File: config.mk
export PLATFORM = sky130hd
export DESIGN_NAME = binary_to_roman_numeral_encoder
export DESIGN_NICKNAME = d
export VERILOG_FILES = /design/src/rtl/b2r_pkg.sv /design/src/rtl/b2r_sequencer.sv /design/src/rtl/binary_to_roman_numeral_encoder.sv
export VERILOG_INCLUDE_DIRS = /design/src /design/src/rtl
export SDC_FILE = /design/constraint.sdc
export NUM_CORES = 1
export LEC_CHECK = 0
export ABC_AREA = 1
export BUFFER_PORTS_ARGS = -buffer_cell sky130_fd_sc_hd__buf_2
export CAP_MARGIN = 0
export CORE_MARGIN = 10
export CORE_UTILIZATION = 27
export CTS_CLUSTER_DIAMETER = 100
export DETAILED_ROUTE_END_ITERATION = 16
export PLACE_DENSITY = 0.47
export SLEW_MARGIN = 20
export SYNTH_ARGS = -nofsm -noshare
export SYNTH_HDL_FRONTEND = slang
export SYNTH_HIERARCHICAL = 1
export SYNTH_SLANG_ARGS = --single-unit
File: constraint.sdc
create_clock -name clk -period 8.15 [get_ports clk]
set_input_delay 0.4075 -clock clk [delete_from_list [all_inputs] [get_ports clk]]
set_output_delay 0.4075 -clock clk [all_outputs]
set_load 0.01 [all_outputs]
File: src/rtl/binary_to_roman_numeral_encoder_macros.svh
// ----------------------------------------------------------------------------
// Assertion macros for the Roman numeral encoder
// Shared concurrent assertion forms, compiled away when NO_ASSERTIONS is set.
// ----------------------------------------------------------------------------
`ifndef BINARY_TO_ROMAN_NUMERAL_ENCODER_MACROS_SVH
`define BINARY_TO_ROMAN_NUMERAL_ENCODER_MACROS_SVH

`ifndef NO_ASSERTIONS

`define B2R_ASSERT_IMP(lbl, clk, rstn, ante, cons) \
    lbl: assert property (@(posedge clk) disable iff (!rstn) (ante) |-> (cons)) \
        else $error("same-cycle check failed");

`define B2R_ASSERT_NEXT(lbl, clk, rstn, ante, cons) \
    lbl: assert property (@(posedge clk) disable iff (!rstn) (ante) |=> (cons)) \
        else $error("next-cycle check failed");

`else

`define B2R_ASSERT_IMP(lbl, clk, rstn, ante, cons)

`define B2R_ASSERT_NEXT(lbl, clk, rstn, ante, cons)

`endif

`endif

File: src/rtl/b2r_pkg.sv
// ----------------------------------------------------------------------------
// Roman numeral encoder package
// Types, microcode program, digit patterns and letter tables.
// ----------------------------------------------------------------------------
package b2r_pkg;

    localparam int unsigned VALUE_W  = 12;
    localparam int unsigned SYMBOL_W = 8;
    localparam int unsigned STEP_W   = 3;
    localparam int unsigned WEIGHT_W = 14;

    localparam logic [VALUE_W-1:0] MAX_VALUE = 12'd3999;

    localparam logic [SYMBOL_W-1:0] LETTER_I = 8'h49;
    localparam logic [SYMBOL_W-1:0] LETTER_V = 8'h56;
    localparam logic [SYMBOL_W-1:0] LETTER_X = 8'h58;
    localparam logic [SYMBOL_W-1:0] LETTER_L = 8'h4C;
    localparam logic [SYMBOL_W-1:0] LETTER_C = 8'h43;
    localparam logic [SYMBOL_W-1:0] LETTER_D = 8'h44;
    localparam logic [SYMBOL_W-1:0] LETTER_M = 8'h4D;

    typedef logic [STEP_W-1:0] step_t;

    typedef enum logic [1:0] {
        STATUS_OK    = 2'd0,
        STATUS_ZERO  = 2'd1,
        STATUS_RANGE = 2'd2
    } status_t;

    typedef enum logic [2:0] {
        OP_NOP,
        OP_LOAD,
        OP_DIGIT,
        OP_EMIT,
        OP_NEXT,
        OP_ERR
    } op_t;

    typedef enum logic [2:0] {
        COND_ALWAYS,
        COND_NO_INPUT,
        COND_BAD,
        COND_NO_CHARS,
        COND_MORE_CHARS,
        COND_MORE_PLACES
    } cond_t;

    typedef enum logic [1:0] {
        SEL_ONE,
        SEL_FIVE,
        SEL_TEN
    } sel_t;

    typedef struct packed {
        op_t   op;
        cond_t cond;
        step_t target;
    } ucode_t;

    typedef struct packed {
        logic                push;
        logic [SYMBOL_W-1:0] symbol;
        logic                last;
        status_t             status;
    } b2r_char_t;

    // Control store. A true condition jumps to the target, otherwise the
    // step counter advances by one. While the output is blocked, the step holds.
    function automatic ucode_t ucode_rom(input step_t step);
        ucode_t uw;
        unique case (step)
            3'd0:    uw = '{op: OP_LOAD,  cond: COND_NO_INPUT,    target: 3'd0};
            3'd1:    uw = '{op: OP_NOP,   cond: COND_BAD,         target: 3'd6};
            3'd2:    uw = '{op: OP_DIGIT, cond: COND_NO_CHARS,    target: 3'd4};
            3'd3:    uw = '{op: OP_EMIT,  cond: COND_MORE_CHARS,  target: 3'd3};
            3'd4:    uw = '{op: OP_NEXT,  cond: COND_MORE_PLACES, target: 3'd2};
            3'd5:    uw = '{op: OP_NOP,   cond: COND_ALWAYS,      target: 3'd0};
            3'd6:    uw = '{op: OP_ERR,   cond: COND_ALWAYS,      target: 3'd0};
            default: uw = '{op: OP_NOP,   cond: COND_ALWAYS,      target: 3'd0};
        endcase
        return uw;
    endfunction

    function automatic logic [WEIGHT_W-1:0] place_weight(input logic [1:0] place);
        logic [WEIGHT_W-1:0] w;
        unique case (place)
            2'd0:    w = 14'd1;
            2'd1:    w = 14'd10;
            2'd2:    w = 14'd100;
            default: w = 14'd1000;
        endcase
        return w;
    endfunction

    function automatic logic [2:0] pattern_len(input logic [3:0] digit);
        logic [2:0] len;
        unique case (digit)
            4'd1, 4'd5:       len = 3'd1;
            4'd2, 4'd4, 4'd6,
            4'd9:             len = 3'd2;
            4'd3, 4'd7:       len = 3'd3;
            4'd8:             len = 3'd4;
            default:          len = 3'd0;
        endcase
        return len;
    endfunction

    function automatic sel_t pattern_sel(input logic [3:0] digit, input logic [1:0] idx);
        sel_t sel;
        if (idx == 2'd0)
        begin
            sel = (digit >= 4'd5 && digit <= 4'd8) ? SEL_FIVE : SEL_ONE;
        end
        else if (idx == 2'd1 && digit == 4'd4)
        begin
            sel = SEL_FIVE;
        end
        else if (idx == 2'd1 && digit == 4'd9)
        begin
            sel = SEL_TEN;
        end
        else
        begin
            sel = SEL_ONE;
        end
        return sel;
    endfunction

    function automatic logic [SYMBOL_W-1:0] place_letter(input logic [1:0] place,
                                                         input sel_t sel);
        logic [SYMBOL_W-1:0] ch;
        unique case (place)
            2'd0:    ch = (sel == SEL_ONE) ? LETTER_I : (sel == SEL_FIVE) ? LETTER_V : LETTER_X;
            2'd1:    ch = (sel == SEL_ONE) ? LETTER_X : (sel == SEL_FIVE) ? LETTER_L : LETTER_C;
            2'd2:    ch = (sel == SEL_ONE) ? LETTER_C : (sel == SEL_FIVE) ? LETTER_D : LETTER_M;
            default: ch = LETTER_M;
        endcase
        return ch;
    endfunction

endpackage

File: src/rtl/b2r_sequencer.sv
// ----------------------------------------------------------------------------
// Roman numeral encoder sequencer
// Microcoded control over a remainder, place and digit datapath that
// produces one numeral character per emit step.
// ----------------------------------------------------------------------------
module b2r_sequencer
    import b2r_pkg::*;
(
    input  logic               clk,
    input  logic               rst_n,
    input  logic [VALUE_W-1:0] value,
    input  logic               in_valid,
    output logic               in_stall,
    input  logic               out_free,
    output b2r_char_t          chr
);

    step_t              step_reg, step_next;
    logic [VALUE_W-1:0] rem_reg, rem_next;
    logic [1:0]         place_reg, place_next;
    logic [3:0]         digit_reg, digit_next;
    logic [1:0]         idx_reg, idx_next;

    ucode_t              uw;
    logic [WEIGHT_W-1:0] weight;
    logic [WEIGHT_W-1:0] sub;
    logic [WEIGHT_W-1:0] multiple;
    logic [3:0]          digit_now;
    logic [2:0]          len;
    logic                cond_true;
    logic                blocked;

    always_ff @(posedge clk or negedge rst_n)
    begin
        if (!rst_n)
        begin
            step_reg <= '0;
        end
        else
        begin
            step_reg <= step_next;
        end
    end

    always_ff @(posedge clk)
    begin
        rem_reg   <= rem_next;
        place_reg <= place_next;
        digit_reg <= digit_next;
        idx_reg   <= idx_next;
    end

    always_comb
    begin
        uw        = ucode_rom(step_reg);
        weight    = place_weight(place_reg);
        len       = pattern_len(digit_reg);
        digit_now = 4'd0;
        sub       = '0;
        for (int k = 1; k <= 9; k++)
        begin
            multiple = WEIGHT_W'(k) * weight;
            if ({2'b00, rem_reg} >= multiple)
            begin
                digit_now = 4'(k);
                sub       = multiple;
            end
        end

        rem_next   = rem_reg;
        place_next = place_reg;
        digit_next = digit_reg;
        idx_next   = idx_reg;
        blocked    = 1'b0;
        chr        = '{push: 1'b0, symbol: '0, last: 1'b0, status: STATUS_OK};

        unique case (uw.op)
            OP_LOAD:
            begin
                if (in_valid)
                begin
                    rem_next   = value;
                    place_next = 2'd3;
                end
            end
            OP_DIGIT:
            begin
                digit_next = digit_now;
                idx_next   = 2'd0;
                rem_next   = rem_reg - sub[VALUE_W-1:0];
            end
            OP_EMIT:
            begin
                blocked    = !out_free;
                chr.push   = out_free;
                chr.symbol = place_letter(place_reg, pattern_sel(digit_reg, idx_reg));
                chr.last   = ({1'b0, idx_reg} == len - 3'd1) && (rem_reg == '0);
                if (out_free)
                begin
                    idx_next = idx_reg + 2'd1;
                end
            end
            OP_NEXT:
            begin
                place_next = place_reg - 2'd1;
            end
            OP_ERR:
            begin
                blocked    = !out_free;
                chr.push   = out_free;
                chr.last   = 1'b1;
                chr.status = (rem_reg == '0) ? STATUS_ZERO : STATUS_RANGE;
            end
            default:
            begin
            end
        endcase

        unique case (uw.cond)
            COND_NO_INPUT:    cond_true = !in_valid;
            COND_BAD:         cond_true = (rem_reg == '0) || (rem_reg > MAX_VALUE);
            COND_NO_CHARS:    cond_true = (digit_now == 4'd0);
            COND_MORE_CHARS:  cond_true = ({1'b0, idx_reg} != len - 3'd1);
            COND_MORE_PLACES: cond_true = (place_reg != 2'd0) && (rem_reg != '0);
            default:          cond_true = 1'b1;
        endcase

        if (blocked)
        begin
            step_next = step_reg;
        end
        else if (cond_true)
        begin
            step_next = uw.target;
        end
        else
        begin
            step_next = step_reg + step_t'(1);
        end

        in_stall = (uw.op != OP_LOAD);
    end

endmodule

File: src/rtl/binary_to_roman_numeral_encoder.sv
// ----------------------------------------------------------------------------
// Binary to Roman numeral encoder
// Converts a 12-bit value to its Roman numeral, one ASCII letter per transfer.
// ----------------------------------------------------------------------------
// One value is taken per transfer on the input channel; the numeral leaves
// most significant place first, one letter per output transfer, with last
// set on the final letter. Zero and values above 3999 give a single transfer
// with symbol 0, last set and an error status. A new value is taken only
// once the previous one has been fully sequenced by the microcode step
// counter, which handles one step per cycle while the output can take a
// letter and holds its step while it cannot. An output register lets the
// next value start while the last letter still waits.
`include "binary_to_roman_numeral_encoder_macros.svh"

module binary_to_roman_numeral_encoder
    import b2r_pkg::*;
(
    input  logic                clk,
    input  logic                rst_n,
    input  logic [VALUE_W-1:0]  value,
    input  logic                in_valid,
    output logic                in_stall,
    output logic [SYMBOL_W-1:0] symbol,
    output logic                last,
    output logic [1:0]          status,
    output logic                out_valid,
    input  logic                out_stall
);

    b2r_char_t           chr;
    logic                out_free;
    logic                out_valid_reg, out_valid_next;
    logic [SYMBOL_W-1:0] symbol_reg;
    logic                last_reg;
    status_t             status_reg;

    b2r_sequencer u_seq (
        .clk      (clk),
        .rst_n    (rst_n),
        .value    (value),
        .in_valid (in_valid),
        .in_stall (in_stall),
        .out_free (out_free),
        .chr      (chr)
    );

    always_comb
    begin
        out_free = !out_valid_reg || !out_stall;
        if (chr.push)
        begin
            out_valid_next = 1'b1;
        end
        else
        begin
            out_valid_next = out_valid_reg && out_stall;
        end
    end

    always_ff @(posedge clk or negedge rst_n)
    begin
        if (!rst_n)
        begin
            out_valid_reg <= 1'b0;
        end
        else
        begin
            out_valid_reg <= out_valid_next;
        end
    end

    always_ff @(posedge clk)
    begin
        if (chr.push)
        begin
            symbol_reg <= chr.symbol;
            last_reg   <= chr.last;
            status_reg <= chr.status;
        end
    end

    assign out_valid = out_valid_reg;
    assign symbol    = symbol_reg;
    assign last      = last_reg;
    assign status    = status_reg;

    `B2R_ASSERT_IMP(a_err_single, clk, rst_n, out_valid && (status != STATUS_OK), last && (symbol == '0))
    `B2R_ASSERT_NEXT(a_busy_after_take, clk, rst_n, in_valid && !in_stall, in_stall)
    `B2R_ASSERT_IMP(a_ok_letter, clk, rst_n, out_valid && (status == STATUS_OK), (symbol == LETTER_I) || (symbol == LETTER_V) || (symbol == LETTER_X) || (symbol == LETTER_L) || (symbol == LETTER_C) || (symbol == LETTER_D) || (symbol == LETTER_M))

endmodule

== After elaboration in Yosys (flattened, before gate mapping) ==
Memories as Yosys holds them, arrays and structs flattened. A register that Yosys moved wholly into a read port is not among the register bits.
Cells that the tools add are included.

* Input port bits: 16
* Memories kept: 1
* Output and inout bits: 13
* Word-level logic and storage cells: 131
* Register bits after elaboration: 35
* Bits in read-only memories: 48

{| class="wikitable"
|+ Memory list
! memory !! words !! bits a word !! rd ports !! clocked after memory_dff !! wr ports !! RTL line !! source
|-
| (name not given) || 16 || 3 || 1 || 1 || 0 || b2r_pkg.sv:97 || <nowiki>unique case (digit)</nowiki>
|}

* Mux-type cells: 46
* $lt $le $gt $ge: 12
* Reductions and logical operators: 27
* $add $sub $neg: 5
* Equal/unequal tests: 26
* Multipliers: 5

{| class="wikitable"
|+ Operator list
! kind !! number
|-
| $mux W12 || 8
|-
| $pmux W9 S6 || 1
|-
| $ge A12 B13 Y1 || 4
|-
| $pmux W10 S3 || 1
|-
| $ge A12 B14 Y1 || 2
|-
| $mul A3 B10 Y13 const A || 2
|-
| $mul A2 B10 Y12 const A || 2
|-
| $mux W4 || 6
|-
| $mux W8 || 3
|-
| $pmux W12 S2 || 1
|-
| $pmux W8 S3 || 1
|-
| $eq A3 B2 Y1 const B || 6
|-
| $eq A3 B3 Y1 const B || 6
|-
| $mux W2 || 9
|-
| $mux W3 || 5
|-
| $mul A4 B10 Y14 const A || 1
|-
| $ge A12 B10 Y1 || 1
|-
| $ge A12 B11 Y1 || 1
|-
| $ge A12 B12 Y1 || 1
|-
| $gt A12 B12 Y1 const B || 1
|-
| $logic_not A12 Y1 || 1
|-
| $reduce_bool A12 Y1 || 1
|-
| $sub A12 B12 Y12 || 1
|-
| $mux W11 || 1
|-
| 30 further kinds || 55
|}

== Longest topological paths before layout ==
Gate-level depths: netlist of the first run.

* Word-level depth: 15
* Mapped depth: 38

== Modules after synthesis ==
Netlist of the first run, hierarchy kept.

{| class="wikitable"
|+ Modules (own cells, without submodules)
! module !! cells each !! times used !! area an instance (sq um) !! sequential area each (sq um)
|-
| b2r_sequencer || 762 || 1 || 5036.1 || 735.7
|-
| binary_to_roman_numeral_encoder || 15 || 1 || 371.6 || 355.3
|}

== Worst setup path after synthesis of the first run ==
Ideal clock, no wire load.

* Path kind: reg-to-reg
* From: register u_seq.place_reg[0]
* To: register u_seq.rem_reg[10], data pin
* Data required time: 7881 ps
* Buffers on the path: 1
* Stages on the path, launching flop included: 32
* Library setup time: 269 ps
* Path slack: 2723 ps
* Data arrival time: 5158 ps
* Clock period less this slack: 5427 ps
* Cells stage by stage: edfxtp_1 > inv_1 > ha_1 > ha_1 > inv_1 > o21ai_0 > fa_1 > inv_1 > ha_1 > inv_1 > nor2_1 > o21ai_1 > nand2_1 > nand3_1 > nand2_1 > nor2_1 > buf_2 > nand2_1 > a21oi_1 > nor2_1 > ha_1 > fa_1 > o21ai_0 > a21oi_1 > o21bai_1 > nand2_1 > nand2_1 > a21oi_1 > o21ai_0 > a21oi_1 > xor2_1 > o21ai_0

* Cells in the longest elaborated chain, start to end: 14
* Elaborated cells on any way between the ends: 29

{| class="wikitable"
|+ Ends and longest elaborated chain
! item !! RTL line !! source
|-
| from (decl) || b2r_sequencer.sv:20 || <nowiki>logic [1:0] place_reg, place_next;</nowiki>
|-
| from (signal assigned) || b2r_sequencer.sv:48 || <nowiki>place_reg <= place_next;</nowiki>
|-
| $eq A2 B2 Y1 (tied with other cells) || b2r_pkg.sv:86 || <nowiki>unique case (place)</nowiki>
|-
| $pmux W10 S3 (*) || b2r_pkg.sv:86 ||
|-
| parallel branches: the longest is 9 deep, another holds $ge A12 B14 Y1 || - ||
|-
| $mux W12 (*) || b2r_sequencer.sv:63 || <nowiki>if ({2'b00, rem_reg} >= multiple)</nowiki>
|-
| $sub A12 B12 Y12 (*) || b2r_sequencer.sv:90 || <nowiki>rem_next = rem_reg - sub[VALUE_W-1:0];</nowiki>
|-
| $pmux W12 S2 (*) || b2r_sequencer.sv:77 || <nowiki>unique case (uw.op)</nowiki>
|-
| net u_seq.rem_next[10] || b2r_sequencer.sv:19 || <nowiki>logic [VALUE_W-1:0] rem_reg, rem_next;</nowiki>
|-
| to (signal assigned) || b2r_sequencer.sv:47 || <nowiki>rem_reg <= rem_next;</nowiki>
|-
| to (decl) || b2r_sequencer.sv:19 ||
|}

Mark *: on every way through the listed nets, which the timed path passes.
A chain may end at the register's enable or synchronous reset.

== Final worst setup path of the first run ==
Same ends and word-level chain as after synthesis.

==> results of run 1 <==
worst max path at each step:
stage                                startpoint                          end  slack, ns  depth (start not counted)
2_1_floorplan  u_seq/place_reg[0]$_SDFFCE_PN1P_  u_seq/rem_reg[10]$_DFFE_PP_       2.72                         31
6_report       u_seq/place_reg[0]$_SDFFCE_PN1P_  u_seq/rem_reg[10]$_DFFE_PP_       1.84                         29
3_5_place_dp   u_seq/place_reg[0]$_SDFFCE_PN1P_  u_seq/rem_reg[10]$_DFFE_PP_       1.90                         29
5_1_grt        u_seq/place_reg[0]$_SDFFCE_PN1P_  u_seq/rem_reg[10]$_DFFE_PP_       1.31                         35
4_1_cts        u_seq/place_reg[0]$_SDFFCE_PN1P_  u_seq/rem_reg[10]$_DFFE_PP_       1.89                         29
3_3_place_gp   u_seq/place_reg[1]$_SDFFCE_PN1P_  u_seq/rem_reg[10]$_DFFE_PP_       1.92                         37
through the flow:
stage	setup slack, ns	utilization
after global placement	1.919	0.2987
final	1.837	0.3091
after floorplan	2.723	-
after CTS	1.894	0.3091
after detailed placement	1.897	0.2987
after global routing	1.313	0.3091
placed cells by master, fill, tap and decap left out, types with 4 or more instances in the layout:
cell       count
a21oi_1       64
a31oi_1        7
buf_2         28
clkbuf_16      5
dfrtp_1        4
edfxtp_1      31
ha_1          88
inv_1        113
inv_2         10
nand2_1      156
nand2_2       10
nand3_1       35
nand3_2        5
nand4_1       15
nor2_1        67
nor2_4         6
nor3_1        11
nor4_1         6
o211ai_1       8
o21ai_0       56
o21ai_1       10
o221ai_1       4
o31ai_1        5
xnor2_1        5
xor2_1         8
cell type report:
class / count / area (µm²) / share of cell area
clock buffers: 5 / 125.1 / 0.02066
well taps: 265 / 331.6 / 0.05475
clock inverters: 3 / 68.82 / 0.01136
flip-flops and latches: 38 / 1091 / 0.1802
inverters: 124 / 467.9 / 0.07727
repair buffers: 32 / 172.7 / 0.02851
multi-input cells: 606 / 3799 / 0.6273
logic make-up after synthesis:
logic type      after synthesis  share of synthesized area
other cells                   1                  0.0006935
simple gates                326                     0.2830
xor+xnor                     13                    0.02106
compound gates              174                     0.1839
mux                           1                   0.001851
fa+ha+maj                    90                     0.2110
buf+inv                     134                    0.09672
flops                        38                     0.2018
worst max-delay path: cells and delay by family (launching register included):
| family | cells | cell delay, ns |
|---|---|---|
| compound gates | 13 | 1.80 |
| xor+xnor | 1 | 0.15 |
| fa+ha+maj | 5 | 2.05 |
| buf+inv | 5 | 0.90 |
| flops | 1 | 0.50 |
| simple gates | 5 | 0.65 |
metal layers:
layer,global-route usage,part of all wire
met1,0.1858,0.46
met2,0.2316,0.47
met3,0.01093,0.045
met4,0.04136,0.022
met5,0,0
==> metrics, run 1 <==
first-pass GRT wire length 28.99 mm; final net count between 900 and 1000; Synth area leaders ha_1 (20%), edfxtp_1 (17%), nand2_1 (11%), inv_1 (7.8%), a21oi_1 (5.9%); FF+latch count, synth 38; Resized cells post-CTS 0; Fillers roughly 2200; worst r2r dst u_seq/rem_reg[10]$_DFFE_PP_; CP Launch Type flip-flop; CTS Sinks 38; diodes inserted 0; slowest stage delay, CP 0.59 ns; Hold Startpoint out_stall; crit path max fanout 13; R2R cell count 29; GRT Overall Usage 0.1386; global placer's final weighted congestion roughly 0.95; setup TNS 0 ns; Seq/Total Area, Yosys 0.2018; vias in the first global route slightly above 5000; worst setup path class reg2reg; cts bufs inserted 5; Final Non-Filler Cells 1073; asr flop ratio synth 0.1053; Slew @ Worst Pin around 0.95 ns; minimum clock period about 6.3 ns; worst hold slack 0.3662 ns; outcome complete, no violations; Mapped Cells about 780; RSZ-0062 raised after global routing no; clk buf depth 2; cell total after placement between 1000 and 1500; total global routing overflow 0; First DRT Iteration DRCs roughly 540; hold_buf cts 1; CTS tree built; worst reg2reg setup slack roughly 1.8 ns; Starting Density 0.2760; Post-Syn Area between 5000 and 6000 µm²; Worst EP arrival 6.34 ns; Finish-stage setup viols 0; core footprint about 20000 µm²; worst reg2reg path startpoint u_seq/place_reg[0]$_SDFFCE_PN1P_; Yosys top cell area share 0.2036; Worst-path clk slew 0.06 ns; CP Data Required Time about 8.2 ns; DP HPWL roughly 15 mm; Synth Flop Type edfxtp_1; CP most frequent cell o21ai_0; final instance area approximately 6100 µm²; Hold EP out_valid$_DFF_PN0_; P&R area growth vs syn 11.99%; Synth area leader ha_1; DR DRC count 0; Tcrit/Tclk final 0.7746; Die ar. between 20000 and 30000 µm²; EDFF count, synth 31; max cap viols 0; # Post-CTS Setup Buffers 0; Worst Skew roughly 0.0051 ns; Die X about 160 µm; via count between 5000 and 6000; share of layout cells above drive strength 1 0.1052; relative slew slack 0.3654; I/O pins 29; Final Max Tran Viols 0; Die Y 161.5 µm; CTS Root Buffer Type clkbuf_16; H-Tree Depth 2; Synth top cells by count nand2_1 (156), inv_1 (113), ha_1 (88), nor2_1 (67), a21oi_1 (64); antenna violations before repair 0; Crit. End Element flip-flop; Netlist cell types 56; Skew-Pair Late Insertion Delay 0.29 ns; largest net degree at the start of global routing 25; synth warn 6; drt pass-1 iters 5; Port Buffers 28; Area after DPL 5852 µm²; count leader, synth nand2_1; DR WL/cell approximately 17 µm; row cnt approximately 50; Hold Path Depth 3; Fin. Hold Viols 0; Hold Crit Class in2reg; Vias per Instance between 5 and 6; Post-Syn Area per Cell just under 7 µm²; Max Fclk between 150 and 200 MHz; Post-DRT Antenna Nets 0; max reg flops 12; crit path max-delay cell type fa_1; total detailed-routing wirelength approximately 18 mm
Power of run 1 is not shown: default switching activity piles up to over one toggle a cycle in this logic, so the estimate is an artifact.
==> run 2, diff against run 1 <==
==> constraint.sdc (replaced) <==
create_clock -name clk -period 6.1 [get_ports clk]
set_input_delay 0.305 -clock clk [delete_from_list [all_inputs] [get_ports clk]]
set_output_delay 0.305 -clock clk [all_outputs]
set_load 0.01 [all_outputs]
==> metrics, run 2 (same netlist as run 1, synthesis figures left out) <==
diodes inserted 0; CTS tree built; Crit. End Element flip-flop; I/O pins 29; most frequent cells in the layout nand2_1 (156), inv_1 (113), ha_1 (87), nor2_1 (67), a21oi_1 (64); CP most frequent cell o21ai_0; Final Max Tran Viols 0; Post-DRT Antenna Nets 0; Vias per Instance 4.953; largest net degree at the start of global routing 25; CTS Sinks 38; GRT Overall Usage 0.1411; minimum clock period about 5.7 ns; row cnt 51; met3 usage 0.01881; Tcrit/Tclk final 0.9275; via count ~5400; final net count between 900 and 1000; DP HPWL ~15 mm; setup TNS 0 ns; Worst EP arrival ~5.7 ns; antenna violations before repair 0; Worst Skew 0.005632 ns; slowest stage delay, CP approximately 0.44 ns; area of the multi-input gates approximately 3800 µm²; Fillers ~2200; P&R area growth vs syn 15.53%; Fin. Hold Viols 0; Die ar. ~26000 µm²; CTS Root Buffer Type clkbuf_16; Worst-path clk slew approximately 0.06 ns; WP buf/inv 7; Max Fclk ~180 MHz; share of layout cells above drive strength 1 0.1322; CP Data Required Time 6.13 ns; clk buf depth 2; commonest non-fill, non-tap cell in the layout nand2_1; GRT busiest layer met2; Hold Crit Class in2reg; Sequential Area 1091 µm²; max cap viols 0; total detailed-routing wirelength about 19 mm; Slew @ Worst Pin 1.018 ns; DR WL/cell 17.19 µm; Die X 161.5 µm; max reg flops 12; worst setup path class reg2reg; cts bufs inserted 5; total global routing overflow 0; DR DRC count 0; H-Tree Depth 2; vias in the first global route 5205; cell family with most CP delay compound AO/OA/AOI/OAI gates; crit path max-delay cell type edfxtp_1; CP Launch Type flip-flop; Die Y around 160 µm; RSZ-0062 raised after global routing no; relative slew slack 0.3195; Port Buffers 28; first-pass GRT wire length 29.37 mm; First DRT Iteration DRCs 407; Skew-Pair Late Insertion Delay between 0.2 and 0.3 ns; global placer's final weighted congestion 0.9326; crit path max fanout 7; GRT met1 Usage 0.1870; core footprint 19590 µm²; M2 GR Usage 0.2282; Finish-stage setup viols 0; outcome complete, no violations; Starting Density 0.2760; drt pass-1 iters 5
## run 2: cell count changes in the layout (fill, tap and decap cells not counted), sizes merged
cell,before,now
buf,31,54
nor2,77,78
## run 2: final timing paths
path,end,depth (start not counted),startpoint,slack [ns]
min in group asynchronous,out_valid$_DFF_PN0_,2,rst_n,0.34
worst max-delay path,u_seq/rem_reg[10]$_DFFE_PP_,37,u_seq/place_reg[1]$_SDFFCE_PN1P_,0.44
worst min-delay path,out_valid$_DFF_PN0_,3,out_stall,0.25
worst min register to register,out_valid$_DFF_PN0_,2,out_valid$_DFF_PN0_,0.53
worst max register to register,u_seq/rem_reg[10]$_DFFE_PP_,37,u_seq/place_reg[1]$_SDFFCE_PN1P_,0.44
max in group asynchronous,u_seq/step_reg[0]$_DFFE_PN0N_,2,rst_n,5.63
## run 2: what timing repair did
item,4_1_cts,5_1_grt
resized for setup,0,2
hold buffers,1,0
endpoints found under the setup margin,0,2
buffers inserted,0,3
hold endpoints to repair,4,0
## run 2: layout make-up
class / instances / area share
Inverter: 124 / 0.07490
Clock inverter: 3 / 0.01102
Tap cell: 265 / 0.05307
Timing Repair Buffer: 55 / 0.05528
Sequential cell: 38 / 0.1746
Multi-Input combinational cell: 607 / 0.6111
Clock buffer: 5 / 0.02003
## run 2: worst reg2reg max path: cells and delay by family, from the launching register on
kind | cells | cell delay (ns)
AO/OA/AOI/OAI | 15 | 1.85
buffers and inverters | 7 | 0.69
adder cells (fa/ha/maj) | 4 | 1.15
XOR/XNOR | 1 | 0.15
AND/OR/NAND/NOR | 10 | 1.13
flip-flops | 1 | 0.44
## run 2: per-stage QoR
step / instances / util / setup slack, ns / instance area, µm² / hold slack, ns
detailed placement: 1084 / 0.3064 / 0.3789 / 6002 / 0.1224
CTS: 1093 / 0.3168 / 0.3771 / 6206 / 0.2589
global route: 1097 / 0.3189 / 0.005893 / 6247 / 0.2877
floorplan: 778 / - / 0.6734 / 5411 / 0.009409
finish: 1097 / 0.3189 / 0.4421 / 6247 / 0.2541
global placement: 1084 / 0.3063 / 0.4465 / 6001 / 0.1215
## run 2: per-layer routing
layer  vias to the layer above  part of all wire
li1                       2758                 -
met1                      2514              0.47
met2                       127              0.46
met3                        34             0.039
met4                         0             0.033
met5                         -                 0
Power of run 2 is left out for the same reason.
